[src/rtl/hsec_pkg.sv]
`timescale 1ns / 1ps
`default_nettype none

package hsec_pkg;

    // Configuration register.
    localparam int CFG_W = 5;
    localparam logic [CFG_W-1:0] CFG_RESET = 5'd16;

    // Default upper bound on data bits per word.
    localparam int DEF_MAX_DATA_BITS = 16;

    // Operating modes.
    localparam logic MODE_ENCODE = 1'b0;
    localparam logic MODE_DECODE = 1'b1;

    // Result status codes.
    localparam int STATUS_W = 2;
    localparam logic [STATUS_W-1:0] STATUS_OK        = 2'd0;
    localparam logic [STATUS_W-1:0] STATUS_CORRECTED = 2'd1;
    localparam logic [STATUS_W-1:0] STATUS_RANGE     = 2'd2;

    // Least r with 2^r >= d + r + 1, capped at seven.
    function automatic int parity_count(input int d);
        int r;
        r = 1;
        for (int i = 0; i < 6; i++)
        begin
            if ((1 << r) < d + r + 1)
            begin
                r = r + 1;
            end
        end
        return r;
    endfunction

    // Codeword length for a given number of data bits.
    function automatic int code_width(input int d);
        return d + parity_count(d);
    endfunction

    // True when a codeword position is a power of two.
    function automatic bit is_pow2(input int p);
        return (p != 0) && ((p & (p - 1)) == 0);
    endfunction

    // Data bit index carried at a non-power-of-two codeword position.
    function automatic int data_index(input int p);
        int count;
        count = 0;
        for (int i = 0; i < 7; i++)
        begin
            if ((1 << i) <= p)
            begin
                count = count + 1;
            end
        end
        return p - count - 1;
    endfunction

endpackage

`default_nettype wire

[src/rtl/hsec_encoder.sv]
`timescale 1ns / 1ps
`default_nettype none

module hsec_encoder #(
    parameter int MAX_DATA_BITS = hsec_pkg::DEF_MAX_DATA_BITS,
    localparam int CODE_W = hsec_pkg::code_width(MAX_DATA_BITS),
    localparam int LEN_W = $clog2(CODE_W + 1)
) (
    input  wire logic [MAX_DATA_BITS-1:0] data_word,
    input  wire logic [LEN_W-1:0]         code_len,
    output logic      [CODE_W-1:0]        code_word
);
    import hsec_pkg::*;

    localparam int SYN_W = parity_count(MAX_DATA_BITS);

    logic [CODE_W-1:0] placed;
    logic [SYN_W-1:0]  parity;

    // Spread the data bits over the non-power-of-two positions within the length.
    always_comb
    begin
        placed = '0;
        for (int p = 1; p <= CODE_W; p++)
        begin
            if (!is_pow2(p) && (p <= int'(code_len)))
            begin
                placed[p-1] = data_word[data_index(p)];
            end
        end
    end

    // Each parity bit makes its group of positions even.
    always_comb
    begin
        parity = '0;
        for (int i = 0; i < SYN_W; i++)
        begin
            for (int p = 1; p <= CODE_W; p++)
            begin
                if (((p >> i) & 1) != 0)
                begin
                    parity[i] = parity[i] ^ placed[p-1];
                end
            end
        end
    end

    // Drop the parity bits into their power-of-two positions.
    always_comb
    begin
        code_word = placed;
        for (int i = 0; i < SYN_W; i++)
        begin
            code_word[(1 << i) - 1] = parity[i];
        end
    end

endmodule

`default_nettype wire

[src/rtl/hsec_decoder.sv]
`timescale 1ns / 1ps
`default_nettype none

module hsec_decoder #(
    parameter int MAX_DATA_BITS = hsec_pkg::DEF_MAX_DATA_BITS,
    localparam int CODE_W = hsec_pkg::code_width(MAX_DATA_BITS),
    localparam int LEN_W = $clog2(CODE_W + 1),
    localparam int SYN_W = hsec_pkg::parity_count(MAX_DATA_BITS)
) (
    input  wire logic [CODE_W-1:0]             received_word,
    input  wire logic [LEN_W-1:0]              code_len,
    output logic      [SYN_W-1:0]              syndrome,
    output logic      [CODE_W-1:0]             corrected_word,
    output logic      [hsec_pkg::STATUS_W-1:0] status
);
    import hsec_pkg::*;

    logic [CODE_W-1:0] rx_masked;
    logic [CODE_W-1:0] flip;

    // Positions past the codeword length read as zero.
    always_comb
    begin
        for (int p = 1; p <= CODE_W; p++)
        begin
            rx_masked[p-1] = received_word[p-1] & (p <= int'(code_len));
        end
    end

    // Syndrome bit i is the parity of all positions with bit i set.
    always_comb
    begin
        syndrome = '0;
        for (int i = 0; i < SYN_W; i++)
        begin
            for (int p = 1; p <= CODE_W; p++)
            begin
                if (((p >> i) & 1) != 0)
                begin
                    syndrome[i] = syndrome[i] ^ rx_masked[p-1];
                end
            end
        end
    end

    // Classify the syndrome.
    always_comb
    begin
        priority if (syndrome == '0)
        begin
            status = STATUS_OK;
        end
        else if (int'(syndrome) > int'(code_len))
        begin
            status = STATUS_RANGE;
        end
        else
        begin
            status = STATUS_CORRECTED;
        end
    end

    // Flip the position the syndrome points at, only for a correctable error.
    always_comb
    begin
        for (int p = 1; p <= CODE_W; p++)
        begin
            flip[p-1] = (status == STATUS_CORRECTED) && (int'(syndrome) == p);
        end
        corrected_word = rx_masked ^ flip;
    end

endmodule

`default_nettype wire

[src/rtl/hamming_sec_encode_decode_unit.sv]
`timescale 1ns / 1ps
`default_nettype none

// Channel   Handshake             Payload
// --------  --------------------  ---------------------------------------------
// command   start / busy          mode, data_word, received_word
// result    done (strobe)         code_word, syndrome, corrected_word, status
// config    cfg_valid / cfg_ready cfg_data (data_length)
//
// A command beat is taken on every cycle; busy stays low and cfg_ready stays high.
// The input register holds the beat while the parity trees settle;
// the result register loads at the next edge and shows the result under done.
// Reset clears the strobes and loads data_length with 16.
// The result is shown for a single cycle under done; the receiver cannot stall it.

module hamming_sec_encode_decode_unit #(
    parameter int MAX_DATA_BITS = hsec_pkg::DEF_MAX_DATA_BITS,
    localparam int CODE_W = hsec_pkg::code_width(MAX_DATA_BITS),
    localparam int SYN_W = hsec_pkg::parity_count(MAX_DATA_BITS)
) (
    input  wire logic                          clk,
    input  wire logic                          rst_n,
    input  wire logic                          start,
    output logic                               busy,
    input  wire logic                          mode,
    input  wire logic [MAX_DATA_BITS-1:0]      data_word,
    input  wire logic [CODE_W-1:0]             received_word,
    input  wire logic                          cfg_valid,
    output logic                               cfg_ready,
    input  wire logic [hsec_pkg::CFG_W-1:0]    cfg_data,
    output logic                               done,
    output logic      [CODE_W-1:0]             code_word,
    output logic      [SYN_W-1:0]              syndrome,
    output logic      [CODE_W-1:0]             corrected_word,
    output logic      [hsec_pkg::STATUS_W-1:0] status
);
    import hsec_pkg::*;

    localparam int LEN_W = $clog2(CODE_W + 1);

    logic [CFG_W-1:0]         data_length_reg;
    logic [LEN_W-1:0]         code_len_next;

    logic                     in_valid_reg;
    logic                     mode_reg;
    logic [MAX_DATA_BITS-1:0] data_reg;
    logic [CODE_W-1:0]        rx_reg;
    logic [LEN_W-1:0]         code_len_reg;

    logic [CODE_W-1:0]        enc_code;
    logic [SYN_W-1:0]         dec_syndrome;
    logic [CODE_W-1:0]        dec_corrected;
    logic [STATUS_W-1:0]      dec_status;

    logic                     done_reg;
    logic [CODE_W-1:0]        code_reg;
    logic [SYN_W-1:0]         syndrome_reg;
    logic [CODE_W-1:0]        corrected_reg;
    logic [STATUS_W-1:0]      status_reg;

    assign busy      = 1'b0;
    assign cfg_ready = 1'b1;

    // Configuration register.
    always_ff @(posedge clk or negedge rst_n)
    begin
        if (!rst_n)
        begin
            data_length_reg <= CFG_RESET;
        end
        else if (cfg_valid && cfg_ready)
        begin
            data_length_reg <= cfg_data;
        end
    end

    // Codeword length from the clamped data length.
    always_comb
    begin
        int d;
        d = int'(data_length_reg);
        if (d < 1)
        begin
            d = 1;
        end
        if (d > MAX_DATA_BITS)
        begin
            d = MAX_DATA_BITS;
        end
        code_len_next = LEN_W'(code_width(d));
    end

    // Input register.
    always_ff @(posedge clk or negedge rst_n)
    begin
        if (!rst_n)
        begin
            in_valid_reg <= 1'b0;
        end
        else
        begin
            in_valid_reg <= start && !busy;
        end
    end

    always_ff @(posedge clk)
    begin
        if (start && !busy)
        begin
            mode_reg     <= mode;
            data_reg     <= data_word;
            rx_reg       <= received_word;
            code_len_reg <= code_len_next;
        end
    end

    hsec_encoder #(
        .MAX_DATA_BITS(MAX_DATA_BITS)
    ) u_encoder (
        .data_word(data_reg),
        .code_len (code_len_reg),
        .code_word(enc_code)
    );

    hsec_decoder #(
        .MAX_DATA_BITS(MAX_DATA_BITS)
    ) u_decoder (
        .received_word (rx_reg),
        .code_len      (code_len_reg),
        .syndrome      (dec_syndrome),
        .corrected_word(dec_corrected),
        .status        (dec_status)
    );

    // Result register; the fields of the mode not in use read as zero.
    always_ff @(posedge clk or negedge rst_n)
    begin
        if (!rst_n)
        begin
            done_reg <= 1'b0;
        end
        else
        begin
            done_reg <= in_valid_reg;
        end
    end

    always_ff @(posedge clk)
    begin
        if (in_valid_reg)
        begin
            if (mode_reg == MODE_ENCODE)
            begin
                code_reg      <= enc_code;
                syndrome_reg  <= '0;
                corrected_reg <= '0;
                status_reg    <= STATUS_OK;
            end
            else
            begin
                code_reg      <= '0;
                syndrome_reg  <= dec_syndrome;
                corrected_reg <= dec_corrected;
                status_reg    <= dec_status;
            end
        end
    end

    assign done           = done_reg;
    assign code_word      = code_reg;
    assign syndrome       = syndrome_reg;
    assign corrected_word = corrected_reg;
    assign status         = status_reg;

endmodule

`default_nettype wire

[config.mk]
export PLATFORM = sky130hd
export DESIGN_NAME = hamming_sec_encode_decode_unit
export DESIGN_NICKNAME = d
export VERILOG_FILES = /design/src/rtl/hsec_pkg.sv /design/src/rtl/hsec_encoder.sv /design/src/rtl/hsec_decoder.sv /design/src/rtl/hamming_sec_encode_decode_unit.sv
export SDC_FILE = /design/constraint.sdc
export NUM_CORES = 1
export LEC_CHECK = 0
export BUFFER_PORTS_ARGS = -buffer_cell sky130_fd_sc_hd__buf_2
export CAP_MARGIN = 20
export CORE_MARGIN = 2
export CORE_UTILIZATION = 40
export CTS_CLUSTER_SIZE = 40
export DETAILED_ROUTE_END_ITERATION = 16
export PLACE_DENSITY = 0.63
export SLEW_MARGIN = 20
export SYNTH_ARGS = -nofsm -noshare
export SYNTH_HDL_FRONTEND = slang
export SYNTH_SLANG_ARGS = --single-unit
export TNS_END_PERCENT = 30
[constraint.sdc]
create_clock -name clk -period 14.05 [get_ports clk]
set_input_delay 1.405 -clock clk [delete_from_list [all_inputs] [get_ports clk]]
set_output_delay 1.405 -clock clk [all_outputs]
set_load 0.005 [all_outputs]
==> results of run 1 <==
## stage by stage
step | instances | utilization | setup TNS (ps) | setup slack (ps) | instance area [um2]
4_1_cts | 1041 | 0.509 | 0 | 11.7 | 8800
3_5_place_dp | 1007 | 0.481 | -210 | -210 | 8310
3_3_place_gp | 1007 | 0.481 | 0 | 287 | 8310
6_report | 1042 | 0.511 | -9.16 | -9.16 | 8840
2_1_floorplan | 662 | - | 0 | 16.0 | 7310
5_1_grt | 1042 | 0.511 | -755 | -681 | 8840
## logic make-up (layout without fill, tap and decap cells)
| family | after synthesis | count (layout) | share of synthesized area |
|---|---|---|---|
| adder cells (fa/ha/maj) | 67 | 67 | 0.123 |
| multiplexers | 15 | 15 | 0.0232 |
| AO/OA/AOI/OAI | 143 | 143 | 0.153 |
| flip-flops | 99 | 99 | 0.416 |
| XOR/XNOR | 76 | 76 | 0.0961 |
| other | 2 | 3 | 0.00106 |
| buffers and inverters | 60 | 215 | 0.0366 |
| AND/OR/NAND/NOR | 199 | 199 | 0.151 |
## placed cells by master, fill, tap and decap left out, types with 7 or more instances in the layout
| master | instances |
|---|---|
| a21o_1 | 7 |
| a21oi_1 | 30 |
| and2_1 | 15 |
| and3_1 | 18 |
| buf_2 | 96 |
| buf_4 | 67 |
| clkbuf_16 | 9 |
| edfxtp_1 | 92 |
| ha_1 | 50 |
| ha_4 | 7 |
| inv_1 | 28 |
| nand2_1 | 39 |
| nand3_1 | 9 |
| nor2_1 | 41 |
| nor2b_1 | 12 |
| nor3_1 | 12 |
| o21a_1 | 20 |
| o21ai_0 | 18 |
| xnor2_1 | 48 |
| xor2_1 | 22 |
## layout make-up
class	instances	area, um2
flip-flops and latches	99	2940
fillers	1571	8460
inverters	35	144
multi-input cells	503	4190
clock inverters	7	57.6
repair buffers	164	1000
clock buffers	9	225
well taps	225	282
## routing by layer
metal  vias to the layer above  part of all wire
met4                         0             0.018
li1                       2711                 -
met1                      2655              0.42
met3                        21             0.048
met5                         -                 0
met2                       140              0.51
## critical path, delay by kind of cell (launching register included)
family                     cells  cell delay [ps]
and+or+nand+nor               13             1570
adders and majority gates     18             4880
AOI/OAI and AO/OA             26             5100
xor gates and xnor gates       7              980
DFF                            1              610
muxes                          1              310
buffers and inverters          6              330
## path summary, 6_finish.rpt
path,slack (ps),start,cells past startpoint,endpoint
worst min-delay path,590,data_length_reg[0],1,data_length_reg[0]
max in group asynchronous,12950,rst_n,1,data_length_reg[4]
worst min register to register,590,data_length_reg[0],1,data_length_reg[0]
worst max-delay path,-9,data_length_reg[4],71,code_len_reg[4]
min in group asynchronous,870,rst_n,1,done
worst max register to register,-9,data_length_reg[4],71,code_len_reg[4]
## what timing repair did
| action | in CTS | in global routing |
|---|---|---|
| endpoints found under the setup margin | 1 | 4 |
| gates resized for setup | 18 | 4 |
| buffers inserted | 18 | 0 |
| pin swaps | 44 | 2 |
==> flow_summary.toml, run 1 <==
[logic_synthesis]
ys_top_cells_by_count = "edfxtp_1, ha_1, xnor2_1, nor2_1, nand2_1"
synth_seq_cells = 99
edff_count_synth = 92
synth-async-reset-ratio = 0.0707
synth_sequential_area_ratio = 0.416
syn_area_um2 = 7070
syn_area_per_cell_um2 = 10.7
yosysUniqueCellTypes = 87
yosys-top-cells-area = "edfxtp_1, ha_1, xnor2_1"
dominant_cell_type_by_area_after_synthesis = "edfxtp_1"
yosys_warnings = 0
synth_top_flop_cell = "edfxtp_1"
postSynthCellCount = 661
yosysMostFrequentCell = "edfxtp_1"
synth_largest_type_area_fraction = 0.391

[global_routing]
grt_first_pass_wirelength_mm = 28.0
grt_pass1_vias = 5591
grt.busiest_layer = "met2"
grt.total_usage = 0.190
groute.layer.met3.usage = 0.0252
grt_overflow_total = 0
grt_util_met2 = 0.342
grt_start_max_net_pins = 51
antenna_found_initial = 0
grt_util_met1 = 0.234

[clock_tree]
count_of_hold_buffers_inserted_by_post_cts_repair = 0
longest_clk_path_bufs = 2
cts.root.buffer_cell = "clkbuf_16"
worst_setup_hold_path_clk_slew_ps = 80
worst_skew_late_latency_ps = 350
htree_levels = 3
tritoncts_clock_tree = "built"
number_of_buffers_added_by_the_clock_tree_synthesis_step = 9
clkSinkCount = 99

[floorplanning]
coreArea_um2 = 17300
pin_count = 99
fp.dieArea_um2 = 18800
fp.dieW_um = 137
floorplan.rows = 48
die-height_um = 137
start_util = 0.409

[worst_setup_path]
worstPathArrival_ps = 14150
critical_path_peak_fanout = 4
timing.critical_path.mode_cell = "ha_4"
endpoint_kind = "flip-flop"
critical_path_class = "reg -> reg"
cp-start-kind = "flip-flop"
slowest_stage = "dfstp_2"
max_stage_delay_ps = 610
timing.critical_path.required_ps = 14140

[placement]
hpwl_mm = 13.6
place.port_buffers = 96
gpl.final_weighted_congestion = 0.943

[timing]
timing.clock.skew_ps = 14.5
worst_pin_slew_ps = 991
timing_hold_violations_final = 0
max_slew_margin = 0.339
rsz0062_at_grt = "yes"
fmax_mhz = 71.1
timing.final.ws_setup_ps = -9.16
min_period_ps = 14060
finalSetupViolations = 1
report.final.slew_viol_count = 0
post-route-period-util = 1.00
fin_hold_ws_ps = 590

[route]
routedWlPerCell_um = 16.9
drt_iter0_drc = 404
vias_per_cell = 5.30
via_count = 5527
drc = 0
detail_route.first_pass.iterations = 5
routed_wl_mm = 17.6
drtAntennaViolNets = 0

[flow_run]
number_of_violations_of_the_max_capacitance_limit = 0

[layout]
area_growth_from_synthesis_to_final_layout_pct = 25.0
fin_nets = 925
drive_above_1_share = 0.329
antennaDiodeCount = 0

[hold_path]
worst_hold_path_type = "reg -> reg"

[run_status]
run_status = "complete, but fails checks"
failing_checks = "negative setup slack"
Power of run 1 is left out: the tool's default activity adds up to more than one toggle a clock period on the data nets, which glitch-free logic cannot reach.
==> inputs of run 2 (changes only) <==
--- a/config.mk
+++ b/config.mk
@@ -15,5 +15,6 @@
 export SLEW_MARGIN = 20
 export SYNTH_ARGS = -nofsm -noshare
 export SYNTH_HDL_FRONTEND = slang
+export SYNTH_HIERARCHICAL = 1
 export SYNTH_SLANG_ARGS = --single-unit
 export TNS_END_PERCENT = 30
==> flow_summary.toml, run 2 <==
[layout]
layout.filler_cells = 1728
finish.utilization = 0.475
layout.area.seq_um2 = 2940
final_common_cell = "buf_2"
area_growth_from_synthesis_to_final_layout_pct = 16.7
leading_cell_types_in_the_layout_fill_and_taps_excluded = "buf_2, edfxtp_1, ha_1"
fin_nets = 923
drive_above_1_share = 0.261
area_of_combinational_cells_with_multiple_inputs_um2 = 4510

[worst_setup_path]
worstPathArrival_ps = 13580
critical_path_peak_fanout = 6
r2r_slack_ps = 570
timing.critical_path.required_ps = 14150
max_stage_delay_ps = 560
endpoint_kind = "flip-flop"
timing.critical_path.mode_cell = "ha_1"
slowest_stage = "dfstp_2"
cp-start-kind = "flip-flop"
critical_path_class = "reg -> reg"

[floorplanning]
fp.dieArea_um2 = 20200
start_util = 0.407
floorplan.rows = 50
pin_count = 99
fp.dieW_um = 142
die-height_um = 142
coreArea_um2 = 18700

[logic_synthesis]
synth_top_flop_cell = "edfxtp_1"
ys_top_cells_by_count = "edfxtp_1, ha_1, inv_1, xnor2_1"
syn_area_um2 = 7610
synth-async-reset-ratio = 0.0707
edff_count_synth = 92
yosys-top-cells-area = "edfxtp_1, ha_1, xnor2_1"
yosysMostFrequentCell = "edfxtp_1"
dominant_cell_type_by_area_after_synthesis = "edfxtp_1"
syn_area_per_cell_um2 = 11.0
synth_largest_type_area_fraction = 0.363
synth_seq_cells = 99
yosysUniqueCellTypes = 95
postSynthCellCount = 694
yosys_warnings = 6
synth_sequential_area_ratio = 0.386

[route]
routed_wl_mm = 16.8
drtAntennaViolNets = 0
routedWlPerCell_um = 16.1
detail_route.first_pass.iterations = 7
drc = 0
drt_iter0_drc = 364
vias_per_cell = 5.24
via_count = 5467

[timing]
timing_hold_violations_final = 0
finalSetupViolations = 0
post-route-period-util = 0.959
final.setup.tns_ps = 0
min_period_ps = 13480
timing.clock.skew_ps = 6.11
fmax_mhz = 74.2
worst_pin_slew_ps = 1080
fin_hold_ws_ps = 625
report.final.slew_viol_count = 0
max_slew_margin = 0.282
timing.final.ws_setup_ps = 574

[clock_tree]
worst_setup_hold_path_clk_slew_ps = 70
cts.root.buffer_cell = "clkbuf_16"
longest_clk_path_bufs = 2
worst_skew_late_latency_ps = 350
htree_levels = 3
count_of_hold_buffers_inserted_by_post_cts_repair = 0
tritoncts_clock_tree = "built"
clkSinkCount = 99
number_of_buffers_added_by_the_clock_tree_synthesis_step = 9

[placement]
hpwl_mm = 12.6
post-place-ws_ps = -260
gpl.final_weighted_congestion = 0.910
place.port_buffers = 96

[global_routing]
antenna_found_initial = 1
grt_overflow_total = 0
grt_start_max_net_pins = 51
grt.total_usage = 0.167
grt_pass1_vias = 5154
grt_first_pass_wirelength_mm = 26.6

[run_status]
run_status = "complete, no violations"

[hold_path]
worst_hold_path_type = "reg -> reg"

[flow_run]
number_of_violations_of_the_max_capacitance_limit = 0
[run 2: cell count changes in the layout (fill, tap and decap cells not counted), sizes merged, moves of 7 or more]
cell   before  now
buf       164  123
nor2       43   20
nor2b      13   32
and2       23   38
xnor2      53   38
xor2       22   37
and3       19    8
nand2      43   35
nor3       14    6
o21a       20   12
a21oi      35   28
[run 2: critical path, delay by kind of cell, from the launching register on]
kind                     cells  cell delay (ps)
flip-flops                   1              560
AND/OR/NAND/NOR             11             2080
XOR/XNOR                     4              580
buffers and inverters        5              640
adder cells (fa/ha/maj)     17             5140
AO/OA/AOI/OAI               17             3590
multiplexers                 2              610
[run 2: layout make-up]
class                      count  share of cell area
sequential                    99               0.331
inverter                      43              0.0183
antenna                        1            0.000282
tap                          234              0.0329
timing repair buffer         123              0.0800
multi-input combinational    527               0.507
clock inverter                 5             0.00436
clock buffer                  11              0.0262
[run 2: worst paths after layout]
| kind | start | end | depth (start not counted) |
|---|---|---|---|
| max | data_length_reg[4] | code_len_reg[4] | 56 |
| min | data_length_reg[0] | data_length_reg[0] | 2 |
| max reg2reg | data_length_reg[4] | code_len_reg[4] | 56 |
| min reg2reg | data_length_reg[0] | data_length_reg[0] | 2 |
| max in group asynchronous | rst_n | data_length_reg[4] | 1 |
| min in group asynchronous | rst_n | done | 1 |
[run 2: repair_timing]
action | 4_1_cts | 5_1_grt
setup endpoints to repair | 4 | 5
pin swaps | 0 | 11
gates resized for setup | 4 | 21
buffers inserted | 1 | 8
[run 2: cell families after synthesis]
| family | Yosys count | share of synthesized area |
|---|---|---|
| xor gates and xnor gates | 82 | 0.109 |
| buffers and inverters | 71 | 0.0422 |
| muxes | 25 | 0.0353 |
| AOI/OAI and AO/OA | 144 | 0.145 |
| other | 2 | 0.000986 |
| adders and majority gates | 75 | 0.129 |
| and+or+nand+nor | 196 | 0.152 |
| DFF | 99 | 0.386 |
[run 2: routing by layer]
layer  track usage  part of all wire  up-vias
met3        0.0236             0.035       19
met1         0.231              0.48     2596
met4        0.0616             0.017        0
li1              -                 -     2724
met2         0.267              0.47      128
met5             0                 0        -
[run 2: metrics by stage]
step | instance area [um2] | cells
after global routing | 8890 | 1043
after global placement | 8380 | 1015
after CTS | 8700 | 1033
after floorplan | 7640 | 697
final | 8890 | 1043
after detailed placement | 8390 | 1016
Power of run 2 is left out for the same reason.
==> inputs of run 3 (changes only) <==
--- a/config.mk
+++ b/config.mk
@@ -6,7 +6,7 @@
 export NUM_CORES = 1
 export LEC_CHECK = 0
 export BUFFER_PORTS_ARGS = -buffer_cell sky130_fd_sc_hd__buf_2
-export CAP_MARGIN = 20
+export CORE_ASPECT_RATIO = 0.7
 export CORE_MARGIN = 2
 export CORE_UTILIZATION = 40
 export CTS_CLUSTER_SIZE = 40
==> flow_summary.toml, run 3 (synthesized netlist as in run 2, its figures left out) <==
[route]
drt_iter0_drc = 431
routed_wl_mm = 17.7
drc = 0
drtAntennaViolNets = 0
routedWlPerCell_um = 17.0
vias_per_cell = 5.26
detail_route.first_pass.iterations = 7
total_routed_wire_length_on_the_met1_layer_mm = 9.71
met2WireLength_mm = 6.85
maxUsedRoutingLayer = "met4"
routed_met3_length_mm = 1.01
via_count = 5488

[clock_tree]
clkSinkCount = 99
htree_levels = 3
tritoncts_clock_tree = "built"
worst_setup_hold_path_clk_slew_ps = 70
number_of_buffers_added_by_the_clock_tree_synthesis_step = 9
count_of_hold_buffers_inserted_by_post_cts_repair = 0
cts.root.buffer_cell = "clkbuf_16"
longest_clk_path_bufs = 2
worst_skew_late_latency_ps = 350

[placement]
gpl.final_weighted_congestion = 0.884
post-place-ws_ps = 151
hpwl_mm = 13.4
place.port_buffers = 96

[timing]
timing_hold_violations_final = 0
min_period_ps = 13460
post-route-period-util = 0.958
timing.clock.skew_ps = 7.77
finalSetupViolations = 0
report.final.slew_viol_count = 0
max_slew_margin = 0.270
fmax_mhz = 74.3
timing.final.ws_setup_ps = 591
worst_pin_slew_ps = 1100

[worst_setup_path]
critical_path_peak_fanout = 6
slowest_stage = "dfstp_2"
timing.critical_path.mode_cell = "ha_1"
reg2reg_from = "data_length_reg[4]"
worstPathArrival_ps = 13560
critical_path_class = "reg -> reg"
rr_endpoint = "code_len_reg[4]"
timing.critical_path.required_ps = 14150
cp-start-kind = "flip-flop"
endpoint_kind = "flip-flop"
max_stage_delay_ps = 570
timing.reg2reg.worst_path_depth = 57
r2r_slack_ps = 590

[global_routing]
grt_first_pass_wirelength_mm = 27.7
grt_overflow_total = 0
antenna_found_initial = 0
grt.total_usage = 0.178
grt_pass1_vias = 4976
grt_start_max_net_pins = 51

[hold_path]
hold_path_startpoint = "data_length_reg[0]"
hold_path_depth = 2
min_delay_worst_endpoint = "data_length_reg[0]"
worst_hold_path_type = "reg -> reg"

[layout]
layout.filler_cells = 1773
final_common_cell = "buf_2"
drive_above_1_share = 0.249
layout.area.seq_um2 = 2940
area_growth_from_synthesis_to_final_layout_pct = 15.3
leading_cell_types_in_the_layout_fill_and_taps_excluded = "buf_2, edfxtp_1, ha_1"
area_of_combinational_cells_with_multiple_inputs_um2 = 4450
fin_nets = 918
antennaDiodeCount = 0
finish.utilization = 0.468

[floorplanning]
coreArea_um2 = 18800
start_util = 0.406
floorplan.rows = 42
fp.dieArea_um2 = 20200
die-height_um = 119
fp.dieW_um = 169
pin_count = 99

[flow_run]
number_of_violations_of_the_max_capacitance_limit = 0

[run_status]
run_status = "complete, no violations"
-- run 3: cell types whose count changed in the layout (fill, tap and decap cells not counted), sizes merged --
cell / before / now
diode: 1 / 0
clkinv: 4 / 3
clkbuf: 11 / 10
inv: 43 / 44
buf: 123 / 118
-- run 3: metrics by stage --
step | TNS [ps] | area (um2) | hold WS (ps) | instances
2_1_floorplan | 0 | 7640 | 543 | 697
4_1_cts | 0 | 8670 | 619 | 1040
3_5_place_dp | 0 | 8400 | 609 | 1025
5_1_grt | -81.2 | 8780 | 669 | 1044
6_report | 0 | 8780 | 613 | 1044
3_3_place_gp | 0 | 8400 | 593 | 1025
-- run 3: timing repair --
item / 4_1_cts / 5_1_grt
gates resized for setup: 0 / 15
setup endpoints to repair: 0 / 5
buffers inserted: 0 / 4
-- run 3: how the worst max path moves through the flow --
stage	from	end	slack (ps)	cells past startpoint
floorplan	data_length_reg[4]	code_len_reg[4]	180	62
global placement	data_length_reg[4]	code_len_reg[4]	370	58
detailed placement	data_length_reg[4]	code_len_reg[4]	150	58
CTS	data_length_reg[4]	code_len_reg[4]	100	58
global route	data_length_reg[4]	code_len_reg[4]	-60	56
finish	data_length_reg[4]	code_len_reg[4]	590	57
-- run 3: layout make-up --
class / instances / area share
clock buffer: 10 / 0.0261
inverter: 43 / 0.0185
multi-input combinational: 527 / 0.508
sequential: 99 / 0.335
timing repair buffer: 118 / 0.0736
tap: 242 / 0.0345
clock inverter: 5 / 0.00442
-- run 3: worst max-delay path: cells and delay by family, from the launching register on --
kind                       cells  cell delay, ps
buffers and inverters          4             380
AOI/OAI and AO/OA             18            3510
DFF                            1             570
xor gates and xnor gates       6             930
muxes                          2             660
and+or+nand+nor                9            1830
adders and majority gates     18            5310
-- run 3: routing by layer --
layer | global-route usage | vias to the layer above
li1 | - | 2715
met1 | 0.295 | 2586
met2 | 0.235 | 178
met3 | 0.0352 | 9
met4 | 0.0275 | 0
met5 | 0 | -
Power of run 3 is left out for the same reason.
